**config.mk**
```make
export PLATFORM = sky130hd
export DESIGN_NAME = oaxy_wrap
export DESIGN_NICKNAME = d
export VERILOG_FILES = /design/src/hw/rtl/oaxy_pkg.sv /design/src/hw/rtl/oaxy_wrap.sv
export SDC_FILE = /design/constraint.sdc
export NUM_CORES = 1
export LEC_CHECK = 0
export BUFFER_PORTS_ARGS = -buffer_cell sky130_fd_sc_hd__buf_2
export CORE_MARGIN = 4
export CORE_UTILIZATION = 45
export DETAILED_ROUTE_END_ITERATION = 6
export PLACE_DENSITY = 0.6
export SETUP_SLACK_MARGIN = 0.4
export SYNTH_ARGS = -nofsm -noshare
export SYNTH_HDL_FRONTEND = slang
export SYNTH_SLANG_ARGS = --single-unit
```
**constraint.sdc**
```tcl
create_clock -name clk_i -period 12.1 [get_ports clk_i]
set_input_delay 0 -clock clk_i [delete_from_list [all_inputs] [get_ports clk_i]]
set_output_delay 0 -clock clk_i [all_outputs]
set_load 0.01 [all_outputs]
```
**src/hw/rtl/oaxy_pkg.sv**
```systemverilog
// Shared constants, quadrant codes and the arctangent table for the angle-to-xy pipeline.
package oaxy_pkg;

  // Fixed field widths
  localparam int ANGLE_W  = 24;
  localparam int RADIUS_W = 12;

  // Internal angle format: degrees with 20 fraction bits
  localparam int ANG_FRAC  = 20;
  localparam int T_W       = 27;
  localparam int Z_W       = T_W + 2;
  localparam int TABLE_LEN = 24;

  // Rotation datapath in Q30
  localparam int Q30_SHIFT = 30;
  localparam int XY_W      = 34;
  localparam logic signed [XY_W-1:0] GAIN_Q30 = 34'sd652032874;

  // Reciprocal of 360 for the modulo stage
  localparam int RECIP_SHIFT = 32;
  localparam int RECIP_W     = 24;

  // Stage counts of the front and back ends
  localparam int WRAP_ST  = 4;
  localparam int SCALE_ST = 3;

  // Parameter defaults
  localparam int DEF_STAGES = 16;
  localparam int DEF_FRAC   = 8;

  typedef enum logic [1:0] {
    QUAD_0,
    QUAD_90,
    QUAD_180,
    QUAD_270
  } quad_e;

  // atan(2^-i) in degrees, scaled by 2^20, rounded to nearest
  function automatic logic [T_W-1:0] atan_deg(input int idx);
    logic [T_W-1:0] val;
    case (idx)
      0:       val = 27'd47185920;
      1:       val = 27'd27855475;
      2:       val = 27'd14718068;
      3:       val = 27'd7471121;
      4:       val = 27'd3750058;
      5:       val = 27'd1876857;
      6:       val = 27'd938658;
      7:       val = 27'd469357;
      8:       val = 27'd234682;
      9:       val = 27'd117342;
      10:      val = 27'd58671;
      11:      val = 27'd29335;
      12:      val = 27'd14668;
      13:      val = 27'd7334;
      14:      val = 27'd3667;
      15:      val = 27'd1833;
      16:      val = 27'd917;
      17:      val = 27'd458;
      18:      val = 27'd229;
      19:      val = 27'd115;
      20:      val = 27'd57;
      21:      val = 27'd29;
      22:      val = 27'd14;
      23:      val = 27'd7;
      default: val = '0;
    endcase
    return val;
  endfunction

endpackage

```
**src/hw/rtl/oaxy_wrap.sv**
```systemverilog
// Front end: angle modulo 360 degrees and quadrant folding, four register stages.
module oaxy_wrap #(
  parameter int FRAC_BITS = oaxy_pkg::DEF_FRAC
) (
  input  logic                                 clk_i,
  input  logic [oaxy_pkg::WRAP_ST-1:0]         en_i,
  input  logic signed [oaxy_pkg::ANGLE_W-1:0]  angle_deg_i,
  input  logic [oaxy_pkg::RADIUS_W-1:0]        radius_i,
  output logic signed [oaxy_pkg::Z_W-1:0]      z_o,
  output oaxy_pkg::quad_e                      quad_o,
  output logic [8+FRAC_BITS:0]                 wrap_o,
  output logic [oaxy_pkg::RADIUS_W-1:0]        radius_o
);

  localparam int AW     = oaxy_pkg::ANGLE_W;
  localparam int RADW   = oaxy_pkg::RADIUS_W;
  localparam int RW     = oaxy_pkg::RECIP_W;
  localparam int RSH    = oaxy_pkg::RECIP_SHIFT;
  localparam int TW     = oaxy_pkg::T_W;
  localparam int VW     = AW - FRAC_BITS;
  localparam int PW     = VW + RW;
  localparam int WW     = 9 + FRAC_BITS;
  localparam int FULL   = 360 << FRAC_BITS;
  localparam int OFFSET = (1 << (AW - 1)) % FULL;
  localparam int FSH    = oaxy_pkg::ANG_FRAC - FRAC_BITS;
  localparam logic [RW-1:0] RECIP = RW'((64'd1 << RSH) / 64'd360);
  localparam logic [WW-1:0] Q1 = WW'(90 << FRAC_BITS);
  localparam logic [WW-1:0] Q2 = WW'(180 << FRAC_BITS);
  localparam logic [WW-1:0] Q3 = WW'(270 << FRAC_BITS);

  // Stage 0: bias to unsigned, estimate quotient of the integer part by 360
  logic [AW-1:0]        ubias;
  logic [PW-1:0]        prod_d, prod_q;
  logic [VW-1:0]        v0_q;
  logic [FRAC_BITS-1:0] lo0_q;
  logic [RADW-1:0]      rad0_q;

  assign ubias  = {~angle_deg_i[AW-1], angle_deg_i[AW-2:0]};
  assign prod_d = PW'(ubias[AW-1:FRAC_BITS]) * PW'(RECIP);

  always_ff @(posedge clk_i) begin
    if (en_i[0]) begin
      prod_q <= prod_d;
      v0_q   <= ubias[AW-1:FRAC_BITS];
      lo0_q  <= ubias[FRAC_BITS-1:0];
      rad0_q <= radius_i;
    end
  end

  // Stage 1: remainder from the estimate, below twice 360
  logic [VW-1:0]        qmul, rem_full;
  logic [9:0]           r0_d, r0_q;
  logic [FRAC_BITS-1:0] lo1_q;
  logic [RADW-1:0]      rad1_q;

  assign qmul     = VW'(VW'(prod_q[PW-1:RSH]) * VW'(360));
  assign rem_full = v0_q - qmul;
  assign r0_d     = rem_full[9:0];

  always_ff @(posedge clk_i) begin
    if (en_i[1]) begin
      r0_q   <= r0_d;
      lo1_q  <= lo0_q;
      rad1_q <= rad0_q;
    end
  end

  // Stage 2: correct the remainder and remove the bias
  logic [8:0]      r9;
  logic [WW-1:0]   rf, w_d, w2_q;
  logic [RADW-1:0] rad2_q;

  assign r9  = (r0_q >= 10'd360) ? 9'(r0_q - 10'd360) : r0_q[8:0];
  assign rf  = {r9, lo1_q};
  assign w_d = (rf >= WW'(OFFSET)) ? (rf - WW'(OFFSET)) : (rf + WW'(FULL - OFFSET));

  always_ff @(posedge clk_i) begin
    if (en_i[2]) begin
      w2_q   <= w_d;
      rad2_q <= rad1_q;
    end
  end

  // Stage 3: fold into a quadrant, turn by 270 degrees through the quadrant code
  logic [1:0]             qw;
  logic [WW-1:0]          base, tf;
  logic [TW-1:0]          t_d;
  logic signed [oaxy_pkg::Z_W-1:0] z_d, z_q;
  oaxy_pkg::quad_e        quad_d, quad_q;
  logic [WW-1:0]          w3_q;
  logic [RADW-1:0]        rad3_q;

  always_comb begin
    if (w2_q >= Q3) begin
      qw   = 2'd3;
      base = Q3;
    end else if (w2_q >= Q2) begin
      qw   = 2'd2;
      base = Q2;
    end else if (w2_q >= Q1) begin
      qw   = 2'd1;
      base = Q1;
    end else begin
      qw   = 2'd0;
      base = '0;
    end
  end

  assign tf     = w2_q - base;
  assign t_d    = TW'(tf) << FSH;
  assign z_d    = $signed({2'b00, t_d});
  assign quad_d = oaxy_pkg::quad_e'(qw + 2'd3);

  always_ff @(posedge clk_i) begin
    if (en_i[3]) begin
      z_q    <= z_d;
      quad_q <= quad_d;
      w3_q   <= w2_q;
      rad3_q <= rad2_q;
    end
  end

  assign z_o      = z_q;
  assign quad_o   = quad_q;
  assign wrap_o   = w3_q;
  assign radius_o = rad3_q;

endmodule

```
=== After elaboration in Yosys (flattened, before gate mapping) ===
Index checks and enable logic that the tools add are counted.

* Register bits: 170
* Output and inout bits: 60
* Logic and storage cells: 35

* Add/subtract/negate cells: 6
* $mul: 2
* Order comparisons: 5
* Multiplexer cells: 8
* Bitwise operators: 1

{| class="wikitable"
|+ Operators by type and width
! kind !! number
|-
| $mux W15 || 3
|-
| $mul A16 B19 Y35 const B || 1
|-
| $add A17 B17 Y17 const B || 1
|-
| $ge A17 B12 Y1 const B || 1
|-
| $ge A17 B15 Y1 const B || 1
|-
| $ge A17 B16 Y1 const B || 1
|-
| $ge A17 B17 Y1 const B || 1
|-
| $mux W17 || 1
|-
| $sub A17 B12 Y17 const B || 1
|-
| $sub A15 B15 Y15 || 1
|-
| $ge A10 B9 Y1 const B || 1
|-
| $sub A10 B10 Y10 || 1
|-
| $mux W9 || 1
|-
| $sub A9 B9 Y9 const B || 1
|-
| $mul A8 B6 Y7 const B || 1
|-
| $mux W2 || 2
|-
| $add A2 B2 Y2 const B || 1
|-
| $mux W1 || 1
|-
| $not A1 Y1 || 1
|}

=== Longest topological paths before layout ===
Gate-level depths: netlist (run 1).

* Depth in word-level cells: 5
* Depth in mapped cells: 21
* Depth with buffers taken out: 21

=== Least setup slack after synthesis (run 1) ===
Ideal clock, no wire load.

* Path type: input to register
* Start: in angle_deg_i[23] (netlist bit)
* End: reg prod_q[37], data pin
* Setup time: 0.262 ns
* Arrival: 4.600 ns
* Required time: 11.838 ns
* Path slack: 7.238 ns
* Stages on the path: 19
* Buffers on the path: 0
* Path through: inv_1 ha_1 fa_1 inv_1 fa_1 inv_1 fa_1 fa_1 inv_1 fa_1 inv_1 ha_1 a211oi_1 o21ai_1 a221oi_2 o31ai_1 a221oi_2 o21ai_1 xor2_1

* Cells in the longest elaborated chain, start to end: 2

{| class="wikitable"
|+ Ends and longest elaborated chain
! what !! RTL line !! text
|-
| start: declaration || oaxy_wrap.sv:7 || <nowiki>input logic signed [oaxy_pkg::ANGLE_W-1:0] angle_deg_i,</nowiki>
|-
| $not A1 Y1 || oaxy_wrap.sv:38 || <nowiki>assign ubias = {~angle_deg_i[AW-1], angle_deg_i[AW-2:0]};</nowiki>
|-
| $mul A16 B19 Y35 || oaxy_wrap.sv:39 || <nowiki>assign prod_d = PW'(ubias[AW-1:FRAC_BITS]) * PW'(RECIP);</nowiki>
|-
| via prod_d[37] || oaxy_wrap.sv:33 || <nowiki>logic [PW-1:0] prod_d, prod_q;</nowiki>
|-
| end signal: assignment || oaxy_wrap.sv:43 || <nowiki>prod_q <= prod_d;</nowiki>
|-
| end: declaration || oaxy_wrap.sv:33 ||
|}

The timed path passes the listed nets, and every way through them passes these cells.
A chain may end at the register's enable or synchronous reset.

=== Worst setup path after layout (run 1) ===
* Start: in angle_deg_i[14] (netlist bit)
* End: reg prod_q[34], data pin

* Cells in the longest elaborated chain, start to end: 1

{| class="wikitable"
|+ Ends and longest elaborated chain
! what !! RTL line
|-
| $mul A16 B19 Y35 || oaxy_wrap.sv:39
|-
| via prod_d[34] || oaxy_wrap.sv:33
|}

The timed path passes the listed nets, and every way through them passes these cells.

==> metrics.log, run 1 <==
[metrics] leak pwr: ~0.0052 uW
[metrics] width of the chip: between 150 and 200 microns
[metrics] maximum clock frequency: ~190 MHz
[metrics] final critical-path setup slack: 6.705 ns
[metrics] share of the synthesized area in the top cell type: a little over two fifths
[metrics] post-cts repair resize count: 0
[metrics] category of the most critical setup path: input pin to flop
[metrics] clock transition at the registers of the reported paths: approximately 0.070 ns
[metrics] remaining global-route overflow: 0
[metrics] worst supply voltage drop on vdd: approximately 0.00017 V
[metrics] Worst-Skew Late Latency: 0.41 ns
[metrics] GR Util All Layers: between 10% and 20%
[metrics] kind of launch point of the worst setup path: input pin
[metrics] category of the worst setup path capture point: flop
[metrics] clk buf depth: 2
[metrics] clock sinks: around 130
[metrics] ANT cells: 0
[metrics] Initial DRC Count: 272
[metrics] quantity of I/O buffers inserted on ports: 86
[metrics] maximum level of the CTS H-tree: 4
[metrics] DR vias: about 5500
[metrics] status: complete, no violations
[metrics] Final Hold Viols: 0
[metrics] Layout area overhead: 15.89%
[metrics] overall routed net length: ~18 mm
[metrics] core box area: ~20000 sq um
[metrics] number of maximum-capacitance violations: 0
[metrics] cells after synthesis: 753
[metrics] Slew HR: 39.29%
[metrics] TNS Setup: 0 ns
[metrics] starting utilization of the core area: between 40% and 50%
[metrics] number of global-route vias before repair: between 5000 and 6000
[metrics] proportion of register bits with asynchronous set or reset after synthesis: 0%
[metrics] largest fanout on the critical path: 4
[metrics] unrepaired setup endpoints after global routing: false
[metrics] worst clock skew: 0.01263 ns
[metrics] average size of a mapped cell: about 13 sq um
[metrics] count of unresolved DRC violations after routing: 0
[metrics] Period Utilization, post-route: between 40% and 50%
[metrics] clock tree root driver cell: sky130_fd_sc_hd__clkbuf_16
[metrics] highest cell delay on the worst timing path: ~0.56 ns
[metrics] vias per std cell: 4.758
[metrics] global-route wire length before repair: 28.64 mm
[metrics] io pins: 101
[metrics] final standard cell count with taps included and fillers excluded: 1158
[metrics] slowest stage cell on the critical path: sky130_fd_sc_hd__fa_1
[metrics] maximum number of pins on one net before global-route repair: 38
[metrics] largest area contributor in the netlist: sky130_fd_sc_hd__edfxtp_1
[metrics] number of cells on the worst reg-to-reg path: 11
[metrics] DIE HEIGHT: 152.9 microns
[metrics] worst min-delay path class: input pin to flop
[metrics] ranking of synthesized cells by area: sky130_fd_sc_hd__edfxtp_1 (42%), sky130_fd_sc_hd__ha_1 (18%), sky130_fd_sc_hd__fa_1 (17%), sky130_fd_sc_hd__inv_1 (7.2%), sky130_fd_sc_hd__xnor2_1 (1.9%)
[metrics] worst-case setup slack after placement: 6.799 ns
[metrics] pin slew with the least headroom to its limit: just over 0.9 ns
[metrics] warning count from the yosys run: 0
[metrics] CP required: 12.26 ns
[metrics] die area: between 20000 and 25000 sq um
[metrics] DRT antenna net count: 0
[metrics] Final nets: 1133
[metrics] Detailed Place HPWL: 14.37 mm
[metrics] series of cell instances along the critical path: dlygate4sd3_1 > buf_2 > ha_1 > inv_1 > fa_1 > inv_1 > ha_1 > fa_1 > fa_1 > inv_1 > fa_1 > inv_1 > ha_1 > and3_1 > o211a_2 > o311ai_2 > o311ai_1 > a31oi_1 > o21bai_1 > xor2_1
[metrics] P per Cell Area: ~290 nW/um^2
[metrics] hold-critical path depth: 1
[metrics] GPL Wtd Cong: approximately 0.86
[metrics] FF+latch count, synth: roughly 130
[metrics] number of core rows: 52
[metrics] Slew Limit Fails: 0
[metrics] DP Cell Count: between 1000 and 1500
[metrics] number of detailed-route iterations in the first pass: 4
[metrics] fraction of final layout cells sized beyond drive strength 1: 13.96%
[metrics] number of flops mapped to enable cells by yosys: about 130
[metrics] number of buffers created by CTS: 17
[metrics] area of the mapped netlist: 9447 sq um
[metrics] number of distinct standard cells referenced by the synthesized netlist: 47
[metrics] Data arrival, critical path: ~5.6 ns
[metrics] Top FF cell, synth: sky130_fd_sc_hd__edfxtp_1
[metrics] final critical-path required period: 5.395 ns
[metrics] number of antenna violations at the first check in global routing: 0
[metrics] clock tree from TritonCTS: done
[metrics] setup violators final: 0
[metrics] sequential element share of the synthesized area: a little over two fifths
[metrics] detailed-route wire length per cell: between 15 and 20 microns
[flip-flops by register name (all words and copies together), names as in the netlist]
register / flops
lo0_q: 8
r0_q: 10
rad2_q: 12
v0_q: 10
z_o: 6
prod_q: 7
wrap_o: 17
w2_q: 17
rad1_q: 12
radius_o: 12
rad0_q: 12
lo1_q: 8
quad_o: 2
[area by class of cell]
class,instances,area (sq um)
fill,1767,9482
multi-input combinational,425,4634
sequential,133,3994
timing repair buffer,116,730.7
inverter,182,683.2
clock buffer,17,425.4
tap,270,337.8
clock inverter,15,142.6
[stage by stage]
step	hold slack [ns]	area (sq um)	power, uW	util, %
after global routing	0.1744	10950	3478	53.59
after detailed placement	0.1786	10080	2641	49.34
final	0.1550	10950	3120	53.59
after floorplan	0.09887	9495	2228	-
after global placement	0.1760	10080	2639	49.34
after CTS	0.1494	10950	3157	53.59
[Yosys cell counts (all sizes together) (3+ instances only)]
cell type,n
nor4,4
xnor2,21
a21o,14
nor2,5
nand3,4
o211ai,7
nand4,5
inv,182
xor2,14
fa,78
nand2,19
a31oi,3
buf,24
nor2b,5
o21ai,25
and2,3
ha,139
edfxtp,133
and3,4
nor3,5
o21a,3
a21oi,25
nand2b,5
[worst max-delay path: cells and delay by family]
| family | cells | cell delay [ns] |
|---|---|---|
| adder cells (fa/ha/maj) | 7 | 3.05 |
| AND/OR/NAND/NOR | 1 | 0.19 |
| XOR/XNOR | 1 | 0.15 |
| AO/OA/AOI/OAI | 5 | 1.22 |
| buffers and inverters | 6 | 0.93 |
[logic make-up (layout without fill, tap and decap cells)]
| family | Yosys count | count (layout) | synth area share, % |
|---|---|---|---|
| AO/OA/AOI/OAI | 94 | 94 | 6.623 |
| XOR/XNOR | 35 | 35 | 3.245 |
| adder cells (fa/ha/maj) | 217 | 217 | 34.94 |
| buffers and inverters | 208 | 330 | 9.179 |
| flip-flops | 133 | 133 | 42.28 |
| multiplexers | 1 | 1 | 0.1060 |
| other | 1 | 14 | 0.03970 |
| AND/OR/NAND/NOR | 64 | 64 | 3.589 |
[what timing repair did]
| action | CTS | global route |
|---|---|---|
| setup buffers | 0 | 0 |
| endpoints found under the hold margin | 30 | 0 |
| hold buffers | 30 | 0 |
| endpoints found under the setup margin | 0 | 0 |
[layout by cell type, fill, tap and decap left out, types with 7 or more instances in the layout]
| cell | instances |
|---|---|
| sky130_fd_sc_hd__a21o_1 | 14 |
| sky130_fd_sc_hd__a21oi_1 | 25 |
| sky130_fd_sc_hd__xor2_1 | 14 |
| sky130_fd_sc_hd__fa_1 | 78 |
| sky130_fd_sc_hd__conb_1 | 14 |
| sky130_fd_sc_hd__dlygate4sd3_1 | 30 |
| sky130_fd_sc_hd__o211ai_1 | 7 |
| sky130_fd_sc_hd__buf_2 | 86 |
| sky130_fd_sc_hd__inv_1 | 182 |
| sky130_fd_sc_hd__xnor2_1 | 21 |
| sky130_fd_sc_hd__o21ai_1 | 10 |
| sky130_fd_sc_hd__nand2_1 | 19 |
| sky130_fd_sc_hd__ha_1 | 139 |
| sky130_fd_sc_hd__edfxtp_1 | 133 |
| sky130_fd_sc_hd__o21ai_0 | 14 |
| sky130_fd_sc_hd__clkbuf_16 | 17 |
[worst paths after layout]
check                  start         end  slack [ns]
max reg2reg       prod_q[34]     r0_q[9]        8.97
max          angle_deg_i[14]  prod_q[34]        6.71
min                  en_i[2]    w2_q[16]        0.15
min reg2reg          w2_q[2]   wrap_o[2]        0.41
[report_power, final]
group	leakage, uW	total, uW	internal (uW)	switching, uW
clock network	0.000275	484	272	212
registers	0.00130	722	673	48.9
logic	0.00360	1910	860	1050
total	0.00518	3120	1810	1310
[routing by layer]
metal,vias up,wire (microns),track usage [%]
li1,2748,-,-
met4,0,257,4.709
met1,2620,7535,19.64
met5,-,0,0
met2,124,8863,27.36
met3,18,859,3.195
(Power assumes the default switching activity.)
==> run 2: changes to the inputs <==
Clock period 12.1 ns to 5.63 ns, I/O delays scaled along.
==> run 2 against run 1 <==
Compared with the run above:
- via count shrank 0.56%
- largest cell class unchanged
- largest power group unchanged
- global-route usage hardly changed
- utilization rose by 0.28 points
- power rose by 120%
==> metrics.log, run 2 (synthesized netlist as in run 1, its figures left out) <==
[metrics] number of antenna violations at the first check in global routing: 0 (unchanged)
[metrics] Data arrival, critical path: 5.07 ns (-0.48 ns)
[metrics] DIE HEIGHT: 152.9 microns (unchanged)
[metrics] Slew Limit Fails: 0 (unchanged)
[metrics] final critical-path setup slack: 0.7225 ns (-5.983 ns)
[metrics] number of buffers created by CTS: 17 (unchanged)
[metrics] setup violators final: 0 (unchanged)
[metrics] clock transition at the registers of the reported paths: 0.06 ns (about the same)
[metrics] number of core rows: 52 (unchanged)
[metrics] Period Utilization, post-route: a little under 90%
[metrics] largest fanout on the critical path: 3 (-1)
[metrics] Initial DRC Count: 199 (-27%)
[metrics] Layout area overhead: 16.50%
[metrics] Slew HR: 42.76% (+3.5 points)
[metrics] worst supply voltage drop on vdd: 0.0003070 V (+81%)
[metrics] worst min-delay path class: input pin to flop
[metrics] remaining global-route overflow: 0 (unchanged)
[metrics] kind of launch point of the worst setup path: input pin
[metrics] ANT cells: 0 (unchanged)
[metrics] fraction of final layout cells sized beyond drive strength 1: 13.95% (-0.016 points)
[metrics] GR Util All Layers: 15.61% (-0.021 points)
[metrics] Crit path top cell by count: sky130_fd_sc_hd__fa_1
[metrics] clock tree root driver cell: sky130_fd_sc_hd__clkbuf_16
[metrics] number of detailed-route iterations in the first pass: 4 (unchanged)
[metrics] io pins: 101 (unchanged)
[metrics] starting utilization of the core area: 46.24% (unchanged)
[metrics] Post CTS Setup Buffer Count: 0 (unchanged)
[metrics] detailed-route wire length per cell: 15.22 microns (+0.60%)
[metrics] overall routed net length: 17.64 mm (+0.69%)
[metrics] DR vias: 5479 (-0.56%)
[metrics] clk buf depth: 2 (unchanged)
[metrics] total power: 6840 uW (+120%)
[metrics] Final nets: 1134 (+0.088%)
[metrics] pin slew with the least headroom to its limit: 0.8586 ns (-0.05201 ns)
[metrics] worst path buffer plus inverter count: 5 (-1)
[metrics] core box area: 20430 sq um (unchanged)
[metrics] highest cell delay on the worst timing path: 0.55 ns (about the same)
[metrics] clock sinks: 133 (unchanged)
[metrics] DRT antenna net count: 0 (unchanged)
[metrics] status: complete, no violations
[metrics] maximum number of pins on one net before global-route repair: 38 (unchanged)
[metrics] P per Cell Area: 621.5 nW/um^2 (+120%)
[metrics] global-route wire length before repair: 28.64 mm (unchanged)
[metrics] hold buffer count at cts: 30 (unchanged)
[metrics] TNS Setup: 0 ns (unchanged)
[metrics] most frequent cells in the layout: sky130_fd_sc_hd__inv_1 (182), sky130_fd_sc_hd__ha_1 (139), sky130_fd_sc_hd__edfxtp_1 (133)
[metrics] post-cts repair resize count: 0 (unchanged)
[metrics] worst clock skew: 0.007819 ns (-0.004813 ns)
[metrics] critical path's top delay family: adder cells
[metrics] unrepaired setup endpoints after global routing: false
[metrics] CP required: 5.79 ns (-6.47 ns)
[metrics] maximum clock frequency: about 200 MHz
[metrics] number of global-route vias before repair: 5692 (+0.85%)
[metrics] Final Hold Viols: 0 (unchanged)
[metrics] series of cell instances along the critical path: buf_2 > ha_1 > inv_1 > fa_1 > fa_1 > inv_1 > fa_1 > inv_1 > fa_1 > fa_1 > inv_1 > ha_1 > a211o_1 > o211a_2 > o311ai_2 > o311ai_1 > a31oi_1 > o21bai_1 > xor2_1
[metrics] Detailed Place HPWL: 14.41 mm (+0.31%)
[metrics] Worst-Skew Late Latency: 0.41 ns (about the same)
[metrics] final critical-path required period: 4.907 ns
[metrics] count of unresolved DRC violations after routing: 0 (unchanged)
[metrics] category of the worst setup path capture point: flop
[metrics] GPL Wtd Cong: 0.8321 (-3.3%)
[metrics] most common cell after layout, fill and taps aside: sky130_fd_sc_hd__inv_1
[metrics] quantity of I/O buffers inserted on ports: 86 (unchanged)
[metrics] vias per std cell: 4.727 (-0.65%)
[metrics] category of the most critical setup path: input pin to flop
[metrics] width of the chip: 152.9 microns (unchanged)
[metrics] clock tree from TritonCTS: done
[metrics] worst-case setup slack after placement: 0.3336 ns (-6.465 ns)
[metrics] slowest stage cell on the critical path: sky130_fd_sc_hd__fa_1
[metrics] die area: 23370 sq um (unchanged)
[metrics] number of maximum-capacitance violations: 0 (unchanged)
[metrics] maximum level of the CTS H-tree: 4 (unchanged)
[metrics] leak pwr: 0.005205 uW (+0.50%)
## run 2: changes by cell type in the layout (fill, tap and decap cells not counted), sizes merged
cell    change
inv         -2
buf         +1
bufinv      +3
clkinv      -1
## run 2: area by class of cell
cell class                      count  area, sq um
Fill cell                        1735         9424
Multi-Input combinational cell    425         4634
Sequential cell                   133         3994
Timing Repair Buffer              117        738.2
Inverter                          182        683.2
Clock buffer                       17        425.4
Tap cell                          270        337.8
Clock inverter                     15        192.7
## run 2: where the power goes
group | total (uW) | switching (uW) | internal, uW
clock | 1140 | 435 | 708
sequential | 1550 | 106 | 1450
combinational | 4140 | 2280 | 1860
## run 2: worst reg2reg max path: stages, from the launching register on
cell	delay [ns]
sky130_fd_sc_hd__edfxtp_1	0.40
sky130_fd_sc_hd__ha_1	0.32
sky130_fd_sc_hd__ha_1	0.28
sky130_fd_sc_hd__inv_1	0.05
sky130_fd_sc_hd__fa_1	0.53
sky130_fd_sc_hd__inv_1	0.04
sky130_fd_sc_hd__ha_1	0.20
sky130_fd_sc_hd__fa_1	0.47
sky130_fd_sc_hd__inv_1	0.04
sky130_fd_sc_hd__ha_1	0.30
sky130_fd_sc_hd__a21oi_1	0.16
sky130_fd_sc_hd__xnor2_1	0.09
## run 2: per-layer routing
| metal | vias to the layer above | part of all wire [%] | track usage, % |
|---|---|---|---|
| met1 | 2579 | 43 | 19.55 |
| met4 | 0 | 2.1 | 5.176 |
| met5 | - | 0 | 0 |
| met3 | 22 | 4.0 | 2.036 |
| li1 | 2747 | - | - |
| met2 | 131 | 51 | 28.01 |
## run 2: final timing paths
| kind | from | endpoint | slack, ns | cells past startpoint |
|---|---|---|---|---|
| hold / removal | en_i[2] | w2_q[16] | 0.15 | 1 |
| setup / recovery | angle_deg_i[21] | prod_q[34] | 0.72 | 19 |
| hold reg to reg | rad2_q[2] | radius_o[2] | 0.42 | 0 |
| setup reg to reg | prod_q[34] | r0_q[9] | 2.50 | 11 |
## run 2: through the flow
step	area [sq um]	util, %	cells	hold slack (ns)
3_5_place_dp	10090	49.38	1097	0.1781
6_report	11010	53.87	1159	0.1511
5_1_grt	11010	53.87	1159	0.1808
2_1_floorplan	9495	-	766	0.09887
4_1_cts	11010	53.87	1159	0.1609
3_3_place_gp	10090	49.38	1097	0.1759
==> run 3: changes to the inputs <==
Settings changed: PLACE_DENSITY 0.6 to 0.62.
Clock period 5.63 ns to 4.5 ns, I/O delays scaled along.
==> run 3 against run 2 <==
Compared with the run above:
- design area up 9.2%
- critical endpoint unchanged
- hold slack got worse by 0.15 ns
- utilization grew 4.9 points
- highest routed layer unchanged
- combinational power is 66% higher
- largest cell class unchanged
- critical path depth is 1 higher
- first-iteration DRC count is 5.0% lower
- clock skew about the same
- flip-flop and latch count is the same
==> metrics.log, run 3 (synthesized netlist as in run 1, its figures left out) <==
[metrics] status: complete, no violations
[metrics] remaining global-route overflow: 0 (unchanged)
[metrics] Worst-Skew Late Latency: 0.41 ns (about the same)
[metrics] Internal Pwr Total: 5922 uW (+47%)
[metrics] clock transition at the registers of the reported paths: 0.06 ns (about the same)
[metrics] maximum level of the CTS H-tree: 4 (unchanged)
[metrics] source of the critical timing path: angle_deg_i[23]
[metrics] Final nets: 1220 (+7.6%)
[metrics] DIE HEIGHT: 152.9 microns (unchanged)
[metrics] clock tree root driver cell: sky130_fd_sc_hd__clkbuf_16
[metrics] slowest stage cell on the critical path: sky130_fd_sc_hd__fa_1
[metrics] kind of launch point of the worst setup path: input pin
[metrics] DR vias: 5870 (+7.1%)
[metrics] global-route wire length before repair: 31.92 mm (+11%)
[metrics] worst supply voltage drop on vdd: 0.0005276 V (+72%)
[metrics] io pins: 101 (unchanged)
[metrics] clk buf depth: 2 (unchanged)
[metrics] number of global-route vias before repair: 6306 (+11%)
[metrics] number of core rows: 52 (unchanged)
[metrics] setup violators final: 0 (unchanged)
[metrics] number of buffers created by CTS: 17 (unchanged)
[metrics] GR Util All Layers: 17.42% (+1.8 points)
[metrics] pin slew with the least headroom to its limit: 0.8833 ns (+0.02466 ns)
[metrics] Crit path top cell by count: sky130_fd_sc_hd__fa_1
[metrics] worst min-delay path class: input pin to flop
[metrics] width of the chip: 152.9 microns (unchanged)
[metrics] category of the most critical setup path: input pin to flop
[metrics] register share of total power: 19.3% (-3.4 points)
[metrics] overall routed net length: 19.42 mm (+10%)
[metrics] series of cell instances along the critical path: buf_8 > clkinvlp_4 > ha_4 > ha_4 > fa_1 > inv_1 > fa_1 > inv_2 > fa_1 > inv_2 > fa_1 > inv_2 > ha_4 > and3_4 > o211a_4 > o311ai_4 > o311ai_4 > a31oi_4 > o21bai_1 > xor2_1
[metrics] number of detailed-route iterations in the first pass: 4 (unchanged)
[metrics] ANT cells: 0 (unchanged)
[metrics] worst-case setup slack after placement: -0.4871 ns (-0.8207 ns)
[metrics] P per Cell Area: 840.9 nW/um^2 (+35%)
[metrics] Layout area overhead: 27.21%
[metrics] vias per std cell: 4.715 (-0.26%)
[metrics] maximum number of pins on one net before global-route repair: 38 (unchanged)
[metrics] category of the worst setup path capture point: flop
[metrics] final critical-path required period: roughly 4.5 ns
[metrics] Data arrival, critical path: 4.61 ns (-0.46 ns)
[metrics] Period Utilization, post-route: between 90% and 100%
[metrics] core box area: 20430 sq um (unchanged)
[metrics] Final Hold Viols: 0 (unchanged)
[metrics] Initial DRC Count: 189 (-5.0%)
[metrics] number of maximum-capacitance violations: 0 (unchanged)
[metrics] DRT antenna net count: 0 (unchanged)
[metrics] unrepaired setup endpoints after global routing: true
[metrics] Slew HR: 41.12% (-1.6 points)
[metrics] fraction of final layout cells sized beyond drive strength 1: 28.62% (+15 points)
[metrics] CP required: 4.64 ns (-1.15 ns)
[metrics] clock tree from TritonCTS: done
[metrics] quantity of I/O buffers inserted on ports: 86 (unchanged)
[metrics] number of antenna violations at the first check in global routing: 0 (unchanged)
[metrics] most frequent cells in the layout: sky130_fd_sc_hd__inv_1 (160), sky130_fd_sc_hd__edfxtp_1 (133), sky130_fd_sc_hd__ha_1 (121)
[metrics] die area: 23370 sq um (unchanged)
[metrics] largest fanout on the critical path: 3 (unchanged)
[metrics] count of unresolved DRC violations after routing: 0 (unchanged)
[metrics] Slew Limit Fails: 0 (unchanged)
[metrics] TNS Setup: 0 ns (unchanged)
[metrics] startpoint of the worst register-to-register path: prod_q[34]
[metrics] detailed-route wire length per cell: 15.60 microns (+2.5%)
[metrics] most common cell after layout, fill and taps aside: sky130_fd_sc_hd__inv_1
[metrics] switching part of the total: 41.39% (+0.15 points)
[metrics] portion of total power attributed to combinational logic: 68.0% (+7.4 points)
[metrics] clock sinks: 133 (unchanged)
[metrics] clock network fraction of total power: 12.7% (-4.0 points)
[metrics] starting utilization of the core area: 46.24% (unchanged)
[metrics] highest cell delay on the worst timing path: 0.57 ns (+0.02 ns)
[metrics] worst clock skew: 0.007550 ns (-0.0002690 ns)
[metrics] maximum clock frequency: roughly 220 MHz
[metrics] switching pwr: 4182 uW (+48%)
[metrics] GPL Wtd Cong: 0.8368 (+0.56%)
[metrics] leak pwr: 0.005644 uW (+8.4%)
[metrics] hold path start: angle_deg_i[11]
[metrics] final critical-path setup slack: 0.03496 ns (-0.6875 ns)
[metrics] Detailed Place HPWL: 15.98 mm (+11%)
[run 3: cell count changes in the layout (fill, tap and decap cells not counted), sizes merged]
cell / delta
buf: +90
clkinvlp: +1
dlygate4sd3: -4
inv: +2
bufinv: -3
[run 3: metal layers]
metal | wire (microns) | GRT usage, %
met2 | 10600 | 32.79
met3 | 507 | 2.375
met4 | 431 | 5.812
met1 | 7883 | 20.42
met5 | 0 | 0
[run 3: final timing paths]
| kind | to | slack (ns) | cells after the start |
|---|---|---|---|
| setup reg to reg | r0_q[9] | 1.31 | 11 |
| hold / removal | v0_q[3] | 0.006 | 2 |
| hold reg to reg | radius_o[0] | 0.42 | 0 |
| setup / recovery | prod_q[34] | 0.03 | 20 |
[run 3: critical path, delay by kind of cell]
family / cells / cell delay, ns
compound gates: 5 / 1.04
buf+inv: 6 / 0.40
fa+ha+maj: 7 / 2.85
simple gates: 1 / 0.15
xor+xnor: 1 / 0.17
[run 3: timing repair]
item | 4_1_cts | 5_1_grt
resized for setup | 45 | 7
setup buffers | 6 | 2
endpoints found under the setup margin | 7 | 7
hold buffers | 26 | 0
pin swaps | 42 | 5
hold endpoints to repair | 26 | 0
[run 3: final cells by class]
class	instances	area, sq um
clock buffer	17	425.4
sequential	133	3994
inverter	182	686.9
clock inverter	15	136.4
fill	1683	8413
multi-input combinational	425	5011
timing repair buffer	203	1425
tap	270	337.8
[run 3: per-stage QoR]
| step | instance area, sq um | utilization, % | total power (uW) | cells | hold WS, ns |
|---|---|---|---|---|---|
| floorplan | 9654 | - | 6142 | 766 | 0.09887 |
| global placement | 10870 | 53.23 | 8045 | 1179 | 0.1777 |
| detailed placement | 10870 | 53.23 | 8103 | 1179 | 0.1781 |
| CTS | 11960 | 58.55 | 9958 | 1243 | 0.002401 |
| global route | 12020 | 58.82 | 11110 | 1245 | 0.01655 |
| finish | 12020 | 58.82 | 10100 | 1245 | 0.005524 |
[run 3: power by group through the flow]
stage | logic, uW | clock network [uW] | registers (uW)
2_1_floorplan | 4170 | 0 | 1970
3_3_place_gp | 6070 | 0 | 1980
3_5_place_dp | 6120 | 0 | 1990
4_1_cts | 6690 | 1310 | 1960
5_1_grt | 7750 | 1370 | 1980
6_report | 6870 | 1280 | 1950
